<file path="config.mk">
export PLATFORM = sky130hd
export DESIGN_NAME = tct_ram
export DESIGN_NICKNAME = d
export VERILOG_FILES = /design/src/hdl/tct_ram.sv
export SDC_FILE = /design/constraint.sdc
export NUM_CORES = 1
export LEC_CHECK = 0
export BUFFER_PORTS_ARGS = -buffer_cell sky130_fd_sc_hd__buf_2
export CAP_MARGIN = 20
export CORE_MARGIN = 2
export CORE_UTILIZATION = 53
export DETAILED_ROUTE_END_ITERATION = 8
export HOLD_SLACK_MARGIN = 0.1
export PLACE_DENSITY = 0.76
export SKIP_CTS_REPAIR_TIMING = 1
export SLEW_MARGIN = 40
export SYNTH_ARGS = -nofsm -noshare
export SYNTH_HDL_FRONTEND = slang
export SYNTH_SLANG_ARGS = --single-unit
export TNS_END_PERCENT = 30
</file>
<file path="constraint.sdc">
create_clock -name clk_i -period 1.6 [get_ports clk_i]
set_clock_uncertainty 0.15 [all_clocks]
set_input_delay 0.16 -clock clk_i [delete_from_list [all_inputs] [get_ports clk_i]]
set_output_delay 0.16 -clock clk_i [all_outputs]
set_load 0.02 [all_outputs]
</file>
<file path="src/hdl/tct_ram.sv">
`timescale 1ns / 1ps
module tct_ram #(
  parameter int unsigned Width = 8,
  parameter int unsigned Depth = 4
) (
  input  logic                     clk_i,
  input  logic                     we_i,
  input  logic [$clog2(Depth)-1:0] waddr_i,
  input  logic [Width-1:0]         wdata_i,
  input  logic                     re_i,
  input  logic [$clog2(Depth)-1:0] raddr_i,
  output logic [Width-1:0]         rdata_o
);

  logic [Width-1:0] mem_q [Depth];
  logic [Width-1:0] rdata_q;

  always_ff @(posedge clk_i) begin
    if (we_i) begin
      mem_q[waddr_i] <= wdata_i;
    end
    if (re_i) begin
      rdata_q <= mem_q[raddr_i];
    end
  end

  assign rdata_o = rdata_q;

endmodule

</file>
==> summary.md <==
| Metric | Value |
|---|---|
| Fin. Hold Viols | `0` |
| Seq cells post-synth | `40` |
| Total iterations of the first detailed-routing run | `4` |
| F_max | `0.8059 GHz` |
| Synth top area cells | `edfxtp_1, mux4_2, and3b_1` |
| Iteration-0 DRC Markers | `16` |
| PwrDens | `1076 mW/mm2` |
| Buf/Inv on CP | `0` |
| Crit-path max cell delay | `460 ps` |
| Ys Warns | `0` |
| Largest family of logic cells by synthesized area | `multiplexers` |
| Die width | `55.92 um` |
| Worst hold path class | `input port to flip-flop` |
| Async SR Flop Fraction | `0` |
| Worst Hold End | `mem_q[0][0]` |
| Reg clk slew, reported paths | `110 ps` |
| Max VDD drop | `0.0008973 V` |
| Least-Margin Pin Slew | `410.5 ps` |
| Fin crit period | `1241 ps` |
| H-tree depth | `2` |
| Critical path fanouts, max | `1` |
| Vias in the first global route | `629` |
| Worst path cell trace | `mux4_2` |
| Adder-Cell Fraction of Synth Area | `0` |
| Worst endpoint required time | `1540 ps` |
| Initial antenna violation count | `0` |
| Setup violators final | `0` |
| Post-DR wirelength/cell | `16.38 um` |
| Max Root-Sink Buffers | `2` |
| Yosys top cell area share | `0.8406` |
| DRC | `0` |
| R2R Setup Slk | `360 ps` |
| Latest clock arrival within the worst-skew pair | `340 ps` |
| Top delay family on crit path | `multiplexers` |
| Status | `finished, final reports clean` |
| Total negative slack | `0 ps` |
| Detailed placement HPWL | `1256 um` |
| CP Capture Type | `flip-flop` |
| Crit Reg-Reg Endpoint | `rdata_o[4]` |
| Nets | `106` |
| Stages on worst setup path | `1` |
| Synth Area in Compound Gates | `0` |
| Setup CP Type | `flip-flop to flip-flop` |
| IO buf count | `22` |
| Number of clock sinks | `40` |
| Synth Flop Type | `edfxtp_1` |
| Die Area | `0.003127 mm2` |
| Leak pwr | `0.5995 nW` |
| Hold depth | `3` |
| Yosys cell types | `7` |
| Site Rows | `18` |
| Most common cell in the synthesized netlist | `edfxtp_1` |
| Final total power | `0.001840 W` |
| Final period utilization | `0.7756` |
| Top Ports | `23` |
| Slowest CP cell | `mux4_2` |
| Core area | `0.002522 mm2` |
| Worst EP arrival | `1180 ps` |
| Rel. slew slack | `0.7263` |
| Multiplexer share of the synthesized area | `0.1261` |
| Antenna Nets Post-Route | `0` |
| Diode count | `0` |
| Syn_nets | `69` |
| Maxcap violations | `0` |
| Vias post-DR | `655` |
| Slew Limit Fails | `0` |
| Post-Synth Simple-Gate Area | `0.02189` |
| First-pass GRT wire length | `2808 um` |
| Worst hold start | `waddr_i[1]` |
| CTS Buf Count | `5` |
| Crit start category | `flip-flop` |
| Synthesized area per cell | `26.46 um2` |
| Post-synthesis xor/xnor area fraction | `0` |
| Top post-synthesis cells by count | `edfxtp_1, mux4_2, and3b_1` |
| Post-synth EDFFs | `40` |
| GP Congestion | `0.6753` |
| Synthesized area | `0.001429 mm2` |
| Dominant cell type by area after synthesis | `edfxtp_1` |
| Sequential share of the synthesized area | `0.8406` |
| FF-to-FF Start | `mem_q[2][4]` |
| Layout cells sized above 1 | `0.4022` |
| RSZ-0062 raised after global routing | `no` |
| Post-Syn Instances | `54` |
| Post-Route WL | `1998 um` |
| Avg Vias per Cell | `5.369` |
| Die Ht | `55.92 um` |
| TritonCTS clock tree | `built` |
| Fillers | `175` |
| Worst-case reg-to-reg path depth | `1` |
| Pin count of the biggest net entering global routing | `13` |
| Grt ovf | `0` |
| Root Driver | `clkbuf_4` |
| Global Route Usage Sum | `0.1336` |
| Area grow syn2layout | `19.70%` |
| Starting Density | `0.5665` |
state kept, by name (all words and copies together) (netlist names):
register,cells
mem_q,32
rdata_o,8
metal layers:
| layer | vias to the layer above | wire length, um | track usage | part of all wire |
|---|---|---|---|---|
| met2 | 23 | 1059 | 0.2075 | 0.53 |
| met3 | 7 | 106 | 0.05349 | 0.053 |
| li1 | 305 | - | - | - |
| met5 | - | 0 | 0 | 0 |
| met1 | 320 | 784 | 0.1513 | 0.39 |
| met4 | 0 | 48 | 0.09184 | 0.024 |
how the worst max path moves through the flow:
stage	from	to	slack, ps
global placement	raddr_i[0]	rdata_o[3]	190
CTS	mem_q[3][2]	rdata_o[2]	340
floorplan	waddr_i[0]	mem_q[0][0]	230
finish	mem_q[2][4]	rdata_o[4]	360
global route	mem_q[3][3]	rdata_o[3]	320
detailed placement	raddr_i[0]	rdata_o[3]	190
power breakdown:
| group | total, W | leakage [nW] | internal (W) | switching [W] |
|---|---|---|---|---|
| Combinational | 0.000141 | 0.201 | 0.0000698 | 0.0000714 |
| Sequential | 0.00123 | 0.372 | 0.00122 | 0.0000114 |
| Clock | 0.000471 | 0.0259 | 0.000167 | 0.000304 |
cells by family (layout without fill, tap and decap cells):
logic type | after synthesis | after routing
flip-flops | 40 | 40
multiplexers | 8 | 8
AND/OR/NAND/NOR | 4 | 4
buffers and inverters | 2 | 40
layout by cell type (no fill, tap or decap), drive strengths merged:
master,count
and3,1
edfxtp,40
clkbuf,6
clkinvlp,1
dlygate4sd3,9
nor3b,1
buf,23
and3b,2
clkinv,1
mux4,8
tightest hold or removal path, cell delays in order:
cell and delay, ps:
buf_2 100, nor3b_1 50, buf_4 170
area by class of cell:
class	instances	area [um2]	share of cell area
clock buffers	6	41.29	0.02414
clock inverters	2	11.26	0.006584
multi-input cells	12	211.5	0.1236
flip-flops and latches	40	1201	0.7023
well taps	30	37.54	0.02195
repair buffers	32	207.7	0.1214
metrics by stage:
step | area (um2) | cells | hold slack [ps] | worst slack (ps) | utilization
floorplan | 1429 | 54 | 108.9 | 225.9 | -
global placement | 1568 | 105 | 220.8 | 191.9 | 0.6215
detailed placement | 1568 | 105 | 230.8 | 186.4 | 0.6215
CTS | 1620 | 113 | -136.9 | 343.5 | 0.6424
global route | 1710 | 122 | 160.0 | 317.4 | 0.6781
finish | 1710 | 122 | 159.4 | 359.1 | 0.6781
Note: power is estimated with default switching activity, not from simulation.
